[src/bmoe_pkg.sv]
`timescale 1ns / 1ps
// shared constants, operation codes and the command and status structs of the byte memory engine
// no dependencies

package bmoe_pkg;

    localparam int MEM_DEPTH = 65536;
    localparam int ADDR_W    = $clog2(MEM_DEPTH);
    localparam int LEN_W     = 17;
    localparam int OP_W      = 3;
    localparam int BYTE_W    = 8;
    localparam int CMP_W     = BYTE_W + 1;

    typedef logic [OP_W-1:0] op_code_t;

    localparam op_code_t OP_WRITE   = 3'd0;
    localparam op_code_t OP_READ    = 3'd1;
    localparam op_code_t OP_FILL    = 3'd2;
    localparam op_code_t OP_MOVE    = 3'd3;
    localparam op_code_t OP_COMPARE = 3'd4;
    localparam op_code_t OP_STRLEN  = 3'd5;

    // controller to datapath
    typedef struct packed {
        logic load;          // capture a new transaction
        logic fill_step;     // write the fill byte at the destination pointer
        logic rd_issue;      // read both pointers and advance them (move, compare)
        logic move_write;    // write the byte read last cycle to its destination
        logic str_issue;     // read the string pointer and advance it
        logic read_issue;    // single byte read
        logic read_capture;
        logic cmp_capture;
        logic str_count;
        logic str_capture;
        logic str_noterm;
        logic out_load;
    } bmoe_cmd_t;

    // datapath to controller
    typedef struct packed {
        logic rem_zero;
        logic pend_valid;
        logic mismatch;
        logic str_zero;
        logic str_end;
    } bmoe_status_t;

endpackage

[src/bmoe_ctrl.sv]
`timescale 1ns / 1ps
// controller: sequences each transaction and runs both handshakes
// depends on bmoe_pkg

module bmoe_ctrl
    import bmoe_pkg::*;
(
    input  logic            clk,
    input  logic            rst_n,
    input  logic            in_valid,
    output logic            in_ready,
    input  logic [OP_W-1:0] operation,
    output logic            out_valid,
    input  logic            out_ready,
    input  bmoe_status_t    status,
    output bmoe_cmd_t       cmd
);

    typedef enum logic [7:0] {
        S_IDLE      = 8'b0000_0001,
        S_FILL      = 8'b0000_0010,
        S_MOVE      = 8'b0000_0100,
        S_CMP       = 8'b0000_1000,
        S_STR       = 8'b0001_0000,
        S_READ      = 8'b0010_0000,
        S_READ_DATA = 8'b0100_0000,
        S_DONE      = 8'b1000_0000
    } state_t;

    state_t state_reg, state_next;
    logic   out_valid_reg, out_valid_next;

    assign in_ready  = (state_reg == S_IDLE);
    assign out_valid = out_valid_reg;

    always_comb
    begin
        cmd        = '0;
        state_next = state_reg;
        unique case (state_reg)
            S_IDLE:
            begin
                if (in_valid)
                begin
                    cmd.load = 1'b1;
                    unique case (operation) inside
                        OP_WRITE, OP_FILL: state_next = S_FILL;
                        OP_READ:           state_next = S_READ;
                        OP_MOVE:           state_next = S_MOVE;
                        OP_COMPARE:        state_next = S_CMP;
                        OP_STRLEN:         state_next = S_STR;
                        default:           state_next = S_DONE;
                    endcase
                end
            end
            S_FILL:
            begin
                if (!status.rem_zero)
                    cmd.fill_step = 1'b1;
                else
                    state_next = S_DONE;
            end
            S_MOVE:
            begin
                cmd.move_write = status.pend_valid;
                cmd.rd_issue   = !status.rem_zero;
                if (status.rem_zero && !status.pend_valid)
                    state_next = S_DONE;
            end
            S_CMP:
            begin
                if (status.mismatch)
                begin
                    cmd.cmp_capture = 1'b1;
                    state_next      = S_DONE;
                end
                else
                begin
                    cmd.rd_issue = !status.rem_zero;
                    if (status.rem_zero && !status.pend_valid)
                        state_next = S_DONE;
                end
            end
            S_STR:
            begin
                if (status.str_zero)
                begin
                    cmd.str_capture = 1'b1;
                    state_next      = S_DONE;
                end
                else
                begin
                    cmd.str_count = status.pend_valid;
                    cmd.str_issue = !status.str_end;
                    // top of memory passed without a zero byte
                    if (status.str_end && !status.pend_valid)
                    begin
                        cmd.str_capture = 1'b1;
                        cmd.str_noterm  = 1'b1;
                        state_next      = S_DONE;
                    end
                end
            end
            S_READ:
            begin
                cmd.read_issue = 1'b1;
                state_next     = S_READ_DATA;
            end
            S_READ_DATA:
            begin
                cmd.read_capture = 1'b1;
                state_next       = S_DONE;
            end
            S_DONE:
            begin
                if (!out_valid_reg || out_ready)
                begin
                    cmd.out_load = 1'b1;
                    state_next   = S_IDLE;
                end
            end
            default:
                state_next = S_IDLE;
        endcase
    end

    always_comb
    begin
        out_valid_next = out_valid_reg;
        if (cmd.out_load)
            out_valid_next = 1'b1;
        else if (out_ready)
            out_valid_next = 1'b0;
    end

    always_ff @(posedge clk or negedge rst_n)
    begin
        if (!rst_n)
        begin
            state_reg     <= S_IDLE;
            out_valid_reg <= 1'b0;
        end
        else
        begin
            state_reg     <= state_next;
            out_valid_reg <= out_valid_next;
        end
    end

`ifndef SYNTH
    // a waiting result is never overwritten
    assert property (@(posedge clk) disable iff (!rst_n)
        out_valid_reg && !out_ready |-> !cmd.out_load)
        else $error("result register overwritten while held");

    // an accepted transaction always leaves idle
    assert property (@(posedge clk) disable iff (!rst_n)
        in_valid && in_ready |=> state_reg != S_IDLE)
        else $error("accepted transaction dropped");

    // move write-back only follows a read issued the cycle before
    assert property (@(posedge clk) disable iff (!rst_n)
        cmd.move_write |-> $past(cmd.rd_issue))
        else $error("move write without a preceding read");

    // a new result appears only after passing through the done state
    assert property (@(posedge clk) disable iff (!rst_n)
        $rose(out_valid_reg) |-> $past(state_reg == S_DONE))
        else $error("result raised outside done state");
`endif

endmodule

[config.mk]
export PLATFORM = sky130hd
export DESIGN_NAME = bmoe_ctrl
export DESIGN_NICKNAME = d
export VERILOG_FILES = /design/src/bmoe_pkg.sv /design/src/bmoe_ctrl.sv
export SDC_FILE = /design/constraint.sdc
export NUM_CORES = 1
export LEC_CHECK = 0
export BUFFER_PORTS_ARGS = -buffer_cell sky130_fd_sc_hd__buf_2
export CORE_UTILIZATION = 40
export DETAILED_ROUTE_END_ITERATION = 16
export HOLD_SLACK_MARGIN = 0.03
export PLACE_DENSITY_LB_ADDON = 0.1
export SLEW_MARGIN = 40
export SYNTH_ARGS = -nofsm -noshare
export SYNTH_HDL_FRONTEND = slang
export SYNTH_SLANG_ARGS = --single-unit
[constraint.sdc]
create_clock -name clk -period 1.7 [get_ports clk]
set_input_delay 0.17 -clock clk [delete_from_list [all_inputs] [get_ports clk]]
set_output_delay 0.17 -clock clk [all_outputs]
set_load 0.005 [all_outputs]
# Yosys cells after proc, flatten, opt, wreduce, memory -nomap -nowiden

Index checks and enable logic that the tools add are counted.

Equality and inequality tests: 17
Muxes and demuxes: 31
Reduce and logical (&&, ||, !) cells: 11

Operators with widths:

| operator                                                               | count |
|---|---|
| 8-bit one-hot mux with 8 select lines                                  | 1 |
| 8-bit two-way mux                                                      | 7 |
| 8-bit one-hot mux with 5 select lines                                  | 1 |
| 1-bit two-way mux                                                      | 19 |
| 8-bit by 1-bit equality test with 1-bit output (second input constant) | 1 |
| 8-bit by 2-bit equality test with 1-bit output (second input constant) | 1 |
| 8-bit by 3-bit equality test with 1-bit output (second input constant) | 1 |
| 8-bit by 4-bit equality test with 1-bit output (second input constant) | 1 |
| 8-bit by 5-bit equality test with 1-bit output (second input constant) | 1 |
| 8-bit by 6-bit equality test with 1-bit output (second input constant) | 1 |
| 8-bit by 7-bit equality test with 1-bit output (second input constant) | 1 |
| 8-bit equality test (second input constant)                            | 1 |
| 3-bit by 2-bit equality test with 1-bit output (second input constant) | 2 |
| 3-bit equality test (second input constant)                            | 2 |
| 2-bit inequality test (second input constant)                          | 3 |
| 1-bit zero test                                                        | 4 |
| 4-bit AND reduction                                                    | 1 |
| 3-bit by 1-bit equality test with 1-bit output (second input constant) | 1 |
| 3-bit zero test                                                        | 1 |
| 3-bit two-way mux                                                      | 1 |
| 3-bit inequality test (second input constant)                          | 1 |
| 1-bit logical AND                                                      | 2 |
| 2-bit two-way mux                                                      | 1 |
| 1-bit one-hot mux with 2 select lines                                  | 1 |
| other kinds (3)                                                        | 3 |

Register bits: 9
Output and inout bits: 14

# Longest topological paths before layout

Gate-level depths: netlist of the first run.

Word-level depth: 5
Mapped depth: 6
Gate-level depth less buffers: 5

# Worst setup path after synthesis of the first run

OpenSTA, ideal clock, no wires.

Path type: register -> register
Start: register state_reg[0]
End: register state_reg[2]
Setup time: 87 ps
Data arrival time: 1632 ps
Slack: -19 ps
Stages on the path, launching flop included: 6
Path buffers: 0
Period minus slack after synthesis: 1719 ps
Cells stage by stage: dfstp_2 or4b_4 or2_4 clkinv_4 nand4b_4 a211oi_2

Word-level cells in the longest chain between the ends: 3
Elaborated cells on any way between the ends: 14

RTL lines:

| element                                          | line             | text |
|---|---|---|
| start, declared                                  | bmoe_ctrl.sv:30  | `state_t state_reg, state_next;` |
| start signal, assigned                           | bmoe_ctrl.sv:145 | `state_reg <= state_next;` |
| 8-bit by 1-bit equality test with 1-bit output * | n/a              |  |
| net in_ready                                     | bmoe_ctrl.sv:11  | `output logic in_ready,` |
| 2-bit inequality test (no line)                  | n/a              |  |
| 4-bit AND reduction (no line)                    | n/a              |  |

The timed path passes the listed nets; every way through them passes the cells marked *.
A chain may end at the register's enable or synchronous reset.

==> reports/qor.yml, run 1 <==
finish:
  area_growth_pct: 102.0
  antennaDiodeCount: 0
  drive_gt1_frac: 0.7467
  stdcell_area_mm2: 0.001499
  final_nets: 163
  final_util: 0.8681
  largest_register_ffs: 8
clock_tree:
  cts_made_buffers: 3
  clk_latency_ns: 0.27
  clk_pin_slew_worst_paths_ns: 0.07
  clock_path_buffers: 2
  cts_root_buffer: "clkbuf_4"
  htree_num_levels: 1
  cts_tree: "done"
  clock-sinks: 9
timing:
  worst_pin_slew_ns: 0.3651
  setup_viol: 20
  drv_slew: 0
  hold_viol_final: 0
  skew_ns: 0.001001
  min_period_over_period: 1.173
  slew_headroom: 0.7546
  fin_hold_ws_ns: 0.1187
  setup_ws_ns: -0.2936
  rsz0062_at_grt: "yes"
  fmax_mhz: 501.6
  fin_crit_ns: 1.994
logic_synthesis:
  synth_cells: 83
  synth_area_leaders: "dfrtp_1, nand2b_1, nor4_1"
  syn_nets: 95
  yosys_warnings: 0
  synthArstFlopShare: 1.000
  synth_cell_types: 43
  synth_top_area_cell: "dfrtp_1"
  synth_edf_count: 0
  synthTopCellsByCount: "dfrtp_1, nor2_1, nand2b_1"
  synth_top_flop_cell: "dfrtp_1"
  ys_seq_area_frac: 0.3052
  synth_top_area_frac: 0.2698
  avgSynthCellArea_um2: 8.939
  synth_area_um2: 742.0
  ys_ff_latch: 9
global_routing:
  grt_overflow: 0
  grt_pass1_vias: 923
  antenna_found_initial: 0
  grtUsageTotal: 0.3135
  grt_max_degree: 10
  grt_pass1_wl_um: 4409
setup_path:
  r2r_cells: 8
  crit_chain: "or4b_4, or2_4, clkinv_4, and2_4, buf_6"
  cp.depth: 5
  regToRegStartpoint: "state_reg[0]"
  slowest_delay_ns: 0.55
  cp_num_buf_inv: 2
  reg2reg_slack_ns: -0.21
  rr_endpoint: "state_reg[7]"
  setup.worst_path.start_class: "flop"
  worst_ep_required_time_ns: 1.53
  cp_top_family: "simple AND/OR/NAND/NOR gates"
  path_class: "reg -> out"
  end_kind: "primary output"
  path_max_fanout: 4
  cp.arrival_ns: 1.82
  cpMaxStageDelayCell: "dfstp_2"
drt:
  wl_um: 3152
  routedWlPerCell_um: 18.01
  viasPerCell: 5.829
  drt_iter0_markers: 38
  drc_errors: 0
  vias: 1020
  drt_pass1_iterations: 4
  ant_nets: 0
place:
  io_buffers: 25
  place_congestion: 0.8426
  dp_hpwl_um: 1470
  placed_cell_area_um2: 999.7
  place_worst_setup_slack_ns: -0.1133
floorplanning:
  die_area_mm2: 0.002031
  rows: 15
  dieHeight_um: 45.07
  fp.dieW_um: 45.07
  initial_core_util: 0.4297
  core_mm2: 0.001727
  top_level_ports: 26
min_path:
  min_to: "state_reg[0]"
  hp-start: "in_valid"
  min_path_cells: 2
  min_path_type: "in -> reg"
run_status:
  violations: "negative setup slack"
  status: "complete, but fails checks"
power:
  powerDensity_mw_per_mm2: 1732
  p_leak_uw: 0.0006877
  peakVddDrop_uv: 1438
job:
  maxCapViolCount: 0
==> cell usage in the layout, fill, tap and decap left out, types with 3 or more instances in the layout <==
| cell | synthesis | final |
|---|---|---|
| nor2b_1 | 3 | 3 |
| dfrtp_2 | 0 | 4 |
| dfrtp_1 | 8 | 4 |
| buf_2 | 0 | 22 |
| buf_4 | 1 | 28 |
| nand2b_1 | 7 | 6 |
| a211oi_2 | 1 | 3 |
| clkbuf_4 | 0 | 3 |
| nor3_2 | 0 | 5 |
| nor2_1 | 8 | 6 |
| nor4_2 | 1 | 3 |
| buf_6 | 1 | 13 |
| nor4_4 | 0 | 3 |
==> metrics by stage <==
step / power, uW / std cells / TNS (ns)
floorplan: 941.3 / 83 / -0.01134
global placement: 1306 / 147 / -0.3964
detailed placement: 1311 / 147 / -0.5448
CTS: 1980 / 166 / -1.891
global route: 2699 / 175 / -4.759
finish: 2596 / 175 / -3.468
==> what timing repair did <==
item	in CTS	in global routing
pin swaps	11	10
endpoints found under the setup margin	19	20
buffers inserted	15	10
resized for setup	31	29
hold buffers	1	0
hold endpoints to repair	9	0
==> logic make-up (layout without fill, tap and decap cells) <==
kind of cell / Yosys count / in the layout / synth area share
AND/OR/NAND/NOR: 52 / 52 / 0.4705
AO/OA/AOI/OAI: 15 / 15 / 0.1535
flip-flops: 9 / 9 / 0.3052
buffers and inverters: 5 / 72 / 0.04723
XOR/XNOR: 2 / 2 / 0.02361
==> power breakdown <==
group | leakage, uW | total (uW) | switching [uW] | internal (uW)
logic | 0.000559 | 2080 | 930 | 1150
registers | 0.000114 | 340 | 57.1 | 283
clock network | 0.0000150 | 179 | 88.2 | 91.1
==> layer usage <==
metal	track usage	share of wire
met5	0	0
met1	0.3844	0.40
met3	0.05600	0.067
met2	0.5043	0.48
met4	0.2000	0.048
==> worst max path at each step <==
stage	start	slack (ns)	endpoint
after floorplan	state_reg[0]	-0.008	state_reg[4]
after global routing	state_reg[0]	-0.32	cmd[11]
final	state_reg[0]	-0.29	cmd[11]
after detailed placement	state_reg[0]	-0.11	state_reg[4]
after global placement	state_reg[0]	-0.1	cmd[11]
after CTS	state_reg[0]	-0.25	cmd[11]
==> worst reg2reg max path, stage by stage (launching register included) <==
cell      delay, ns
dfstp_2        0.55
or4b_4         0.47
or2_4          0.26
clkinv_4       0.06
buf_4          0.10
buf_6          0.08
buf_4          0.09
a32oi_1        0.07
a21oi_1        0.15
==> cell type report <==
class	instances	area (um^2)
Inverter	3	16.27
Fill cell	86	227.7
Clock buffer	4	26.28
Timing Repair Buffer	65	491.7
Sequential cell	9	231.5
Tap cell	25	31.28
Multi-Input combinational cell	69	701.9
Power figures use the tool's default switching activity.
==> run 2: changes to the inputs <==
Settings changed: ABC_AREA set to 1.
==> run 2 against run 1 <==
- the run now ends clean
- clock power decreased by 11%
- sequential cell count unchanged
- synthesized area increased by 14%
- via count decreased by 5.7%
- utilization decreased by 27 points
==> reports/qor.yml, run 2 <==
power:
  p_leak_uw: 0.0006818
  p_total_uw: 1621
  peakVddDrop_uv: 671.9
  powerDensity_mw_per_mm2: 1370
timing:
  slew_headroom: 0.8076
  setup_viol: 0
  rsz0062_at_grt: "yes"
  worst_pin_slew_ns: 0.2875
  hold_viol_final: 0
  fin_crit_ns: 1.674
  fmax_mhz: 597.5
  skew_ns: 0.0003821
  min_period_over_period: 0.9844
  drv_slew: 0
place:
  io_buffers: 25
  placed_cell_area_um2: 997.2
  place_congestion: 0.9564
  dp_hpwl_um: 1607
drt:
  ant_nets: 0
  wl_um: 2164
  drt_pass1_iterations: 4
  viasPerCell: 4.834
  drt_iter0_markers: 17
  routedWlPerCell_um: 10.87
  vias: 962
  drc_errors: 0
finish:
  final_common_cell: "nand2_1"
  final_nets: 185
  stdcell_area_mm2: 0.001184
  antennaDiodeCount: 0
  largest_register_ffs: 8
  drive_gt1_frac: 0.4593
  final_cell_mix: "nand2_1, buf_2, nor2_1"
  area_growth_pct: 39.94
  fillerInstances: 193
  final_util: 0.5972
logic_synthesis:
  yosys_warnings: 0
  synth_edf_count: 0
  synth_top_area_frac: 0.2367
  yosysMostFrequentCell: "nand2_1"
  synth_top_flop_cell: "dfrtp_1"
  synth_area_um2: 845.8
  ys_seq_area_frac: 0.2678
  synthTopCellsByCount: "nand2_1, nor2_1, inv_1"
  syn_nets: 144
  synthArstFlopShare: 1.000
  ys_ff_latch: 9
  synth_cell_types: 21
  synth_cells: 132
  synth_top_area_cell: "dfrtp_1"
  avgSynthCellArea_um2: 6.408
  synth_area_leaders: "dfrtp_1, nand2_1, nor2_1"
floorplanning:
  die_area_mm2: 0.002303
  fp.dieW_um: 47.99
  rows: 16
  initial_core_util: 0.4268
  dieHeight_um: 47.99
  core_mm2: 0.001982
  top_level_ports: 26
global_routing:
  grt_pass1_wl_um: 3111
  grt_overflow: 0
  grt_max_degree: 10
  antenna_found_initial: 0
  grt_pass1_vias: 753
  grtUsageTotal: 0.1931
setup_path:
  worst_ep_required_time_ns: 1.53
  setup.worst_path.start_class: "flop"
  cp.arrival_ns: 1.50
  path_class: "reg -> out"
  end_kind: "primary output"
  path_max_fanout: 4
clock_tree:
  cts_tree: "done"
  cts_root_buffer: "clkbuf_4"
  clock_path_buffers: 2
  clk_latency_ns: 0.25
  cts_made_buffers: 3
  clk_pin_slew_worst_paths_ns: 0.06
  clock-sinks: 9
  htree_num_levels: 1
job:
  maxCapViolCount: 0
run_status:
  status: "finished clean"
min_path:
  min_path_type: "in -> reg"
-- run 2: cell families after synthesis --
logic type | share of synthesized area
and+or+nand+nor | 0.5888
buffers and inverters | 0.1050
DFF | 0.2678
AOI/OAI and AO/OA | 0.03846
-- run 2: path summary, 6_finish.rpt --
| kind | from | end | slack (ns) | cells past startpoint |
|---|---|---|---|---|
| hold reg to reg | out_valid | out_valid | 0.56 | 2 |
| max in group asynchronous | rst_n | state_reg[0] | 1.16 | 2 |
| min in group asynchronous | rst_n | state_reg[6] | 0.29 | 2 |
| hold / removal | out_ready | out_valid | 0.10 | 2 |
| setup reg to reg | state_reg[0] | state_reg[5] | 0.14 | 10 |
| setup / recovery | state_reg[1] | cmd[9] | 0.03 | 6 |
-- run 2: critical path, stage by stage (launching register included) --
cell	delay, ns
dfrtp_2	0.44
nor2_4	0.17
nand3_2	0.12
nor2_4	0.14
nor2_2	0.06
a211oi_2	0.18
buf_2	0.14
-- run 2: layout make-up --
| cell class | instances | area, um^2 | area share |
|---|---|---|---|
| multi-input cells | 101 | 593.1 | 0.5011 |
| flip-flops and latches | 9 | 229.0 | 0.1934 |
| repair buffers | 37 | 217.7 | 0.1839 |
| inverters | 21 | 83.83 | 0.07082 |
| well taps | 27 | 33.78 | 0.02854 |
| clock buffers | 4 | 26.28 | 0.02220 |
-- run 2: repair_timing --
item | 4_1_cts | 5_1_grt
endpoints found under the hold margin | 9 | 0
resized for setup | 2 | 18
endpoints found under the setup margin | 1 | 4
pin swaps | 0 | 6
setup buffers | 0 | 11
hold buffers | 1 | 0
-- run 2: metrics by stage --
step | worst slack [ns] | std cells | hold WS, ns | TNS [ns]
after floorplan | 0.4391 | 132 | -0.1256 | 0
after detailed placement | 0.2421 | 183 | 0.02764 | 0
after global placement | 0.2983 | 183 | 0.02404 | 0
final | 0.02644 | 199 | 0.1023 | 0
after global routing | -0.09904 | 199 | 0.1356 | -0.3687
after CTS | 0.01338 | 188 | 0.1101 | 0
-- run 2: power breakdown --
part	total (uW)	switching, uW	internal (uW)
combinational	1110	677	435
sequential	351	69.8	281
clock	159	68.5	90.1
total	1620	816	806
-- run 2: layer usage --
metal  global-route usage  share of wire  routed length [um]
met5                    0              0                   0
met4              0.05556         0.0074                  16
met3              0.03396          0.062                 134
met2               0.3216           0.47                1011
met1               0.2545           0.46                1001
==> run 3: changes to the inputs <==
==> constraint.sdc (replaced) <==
create_clock -name clk -period 1.7 [get_ports clk]
set_input_delay 0.085 -clock clk [delete_from_list [all_inputs] [get_ports clk]]
set_output_delay 0.085 -clock clk [all_outputs]
set_load 0.005 [all_outputs]
==> run 3 against run 2 <==
- sequential share of layout area rose by 1.9 points
- count of clock-buffer cells in the layout did not move
- power fell by 13%
- wire length fell by 9.4%
- global-route usage rose by 0.54 points
- sequential power barely moved
- critical path depth did not move
- register-to-register slack improved by 0.19 ns
- final area fell by 10%
- via count fell by 5.7%
- setup slack improved by 0.030 ns
- largest cell class unchanged
- largest power group unchanged
==> reports/qor.yml, run 3 (same netlist as run 2, synthesis figures left out) <==
power:
  pwr-share-clk: 0.117
  p_comb_frac: 0.637
  p_leak_uw: 0.0006291
  peakVddDrop_uv: 691.9
  intPower_uw: 679.9
  power_switching_uw: 734.1
  seqPwrFrac: 0.246
  powerDensity_mw_per_mm2: 1330
  p_sw_frac: 0.5192
finish:
  final_cell_mix: "nand2_1, buf_2, nor2_1"
  drive_gt1_frac: 0.3519
  antennaDiodeCount: 0
  ff_latch_area_um2: 226.5
  area_growth_pct: 25.74
  final_common_cell: "nand2_1"
  fillerInstances: 193
  fin_cells: 189
  multiInputGateArea_um2: 550.5
  largest_register_ffs: 8
  final_nets: 175
timing:
  hold_viol_final: 0
  setup_viol: 0
  slew_headroom: 0.8031
  rsz0062_at_grt: "yes"
  tns_ns: 0
  worst_pin_slew_ns: 0.2943
  fmax_mhz: 608.6
  min_period_over_period: 0.9665
  fin_crit_ns: 1.643
  drv_slew: 0
  setup_ws_ns: 0.05694
  skew_ns: 0.007929
global_routing:
  antenna_found_initial: 0
  grt_max_degree: 10
  grt_pass1_vias: 815
  grt_overflow: 0
  grtUsageTotal: 0.1985
  grt_pass1_wl_um: 3153
place:
  dp_hpwl_um: 1679
  place_worst_setup_slack_ns: 0.2647
  place_congestion: 0.8703
  numPlacedInstances: 183
  io_buffers: 25
setup_path:
  setup.worst_path.start_class: "flop"
  cpMaxStageDelayCell: "dfrtp_1"
  slowest_delay_ns: 0.43
  critPathLaunch: "state_reg[7]"
  end_kind: "primary output"
  cp.arrival_ns: 1.56
  crit_chain: "nor2_4, nand2_2, nor2_2, nor2_1, a211oi_1, buf_2"
  path_class: "reg -> out"
  path_max_fanout: 4
  regToRegStartpoint: "state_reg[2]"
  worst_ep_required_time_ns: 1.62
drt:
  ant_nets: 0
  drt_pass1_iterations: 4
  drt_iter0_markers: 24
  viasPerCell: 4.799
  wl_um: 1961
  drc_errors: 0
  vias: 907
  routedWlPerCell_um: 10.38
clock_tree:
  clock-sinks: 9
  clk_latency_ns: 0.27
  clk_pin_slew_worst_paths_ns: 0.06
  cts_setup_buffers: 0
  htree_num_levels: 1
  cts_tree: "done"
  clock_path_buffers: 2
  cts_root_buffer: "clkbuf_4"
  cts_made_buffers: 3
job:
  maxCapViolCount: 0
floorplanning:
  fp.dieW_um: 47.99
  top_level_ports: 26
  initial_core_util: 0.4268
  dieHeight_um: 47.99
  rows: 16
  die_area_mm2: 0.002303
  core_mm2: 0.001982
min_path:
  min_path_type: "in -> reg"
  hp-start: "in_valid"
run_status:
  status: "finished clean"
[run 3: changes by cell type in the layout (fill, tap and decap cells not counted), moves of 2 or more]
| cell | previous run | this run |
|---|---|---|
| nor2_1 | 18 | 20 |
| nor3_1 | 1 | 4 |
| buf_4 | 11 | 0 |
| nor3_2 | 3 | 0 |
| dfrtp_1 | 6 | 8 |
| dfrtp_2 | 2 | 0 |
[run 3: layout make-up]
class | count | area share
tap | 27 | 0.03176
clock buffer | 4 | 0.02471
sequential | 9 | 0.2129
timing repair buffer | 27 | 0.1365
multi-input combinational | 101 | 0.5176
inverter | 21 | 0.07647
[run 3: power by group through the flow]
stage	combinational (uW)	clock [uW]	sequential, uW
after floorplan	682	0	339
after global placement	877	0	345
after detailed placement	876	0	346
after CTS	893	168	343
after global routing	1020	183	358
final	901	165	348
[run 3: final timing paths]
path | end | slack (ns) | depth (start not counted)
min | state_reg[0] | 0.09 | 4
min reg2reg | out_valid | 0.56 | 2
max reg2reg | state_reg[5] | 0.33 | 8
max in group asynchronous | state_reg[0] | 1.25 | 2
min in group asynchronous | out_valid | 0.19 | 2
max | cmd[9] | 0.06 | 6
[run 3: timing repair]
action | 4_1_cts | 5_1_grt
gates resized for setup | 3 | 3
endpoints found under the setup margin | 1 | 1
hold buffers | 2 | 0
pin swaps | 0 | 1
hold endpoints to repair | 10 | 0
[run 3: worst max-delay path: cells and delay by family (launching register included)]
kind / cells / cell delay [ns]
flops: 1 / 0.43
buf+inv: 1 / 0.15
compound gates: 1 / 0.17
simple gates: 4 / 0.55
[run 3: metrics by stage]
stage | hold WS, ns | util | power (uW) | instance area, um^2
6_report | 0.09492 | 0.5366 | 1414 | 1064
5_1_grt | 0.1118 | 0.5366 | 1562 | 1064
4_1_cts | 0.1024 | 0.5303 | 1403 | 1051
3_5_place_dp | -0.05539 | 0.5032 | 1222 | 997.2
3_3_place_gp | -0.05798 | 0.5032 | 1223 | 997.2
2_1_floorplan | -0.2106 | - | 1021 | 845.8
[run 3: layer usage]
layer | vias up | track usage | share of wire
met1 | 401 | 0.2409 | 0.48
met5 | - | 0 | 0
met2 | 28 | 0.3514 | 0.47
li1 | 473 | - | -
met4 | 0 | 0.09444 | 0.015
met3 | 5 | 0.01509 | 0.037
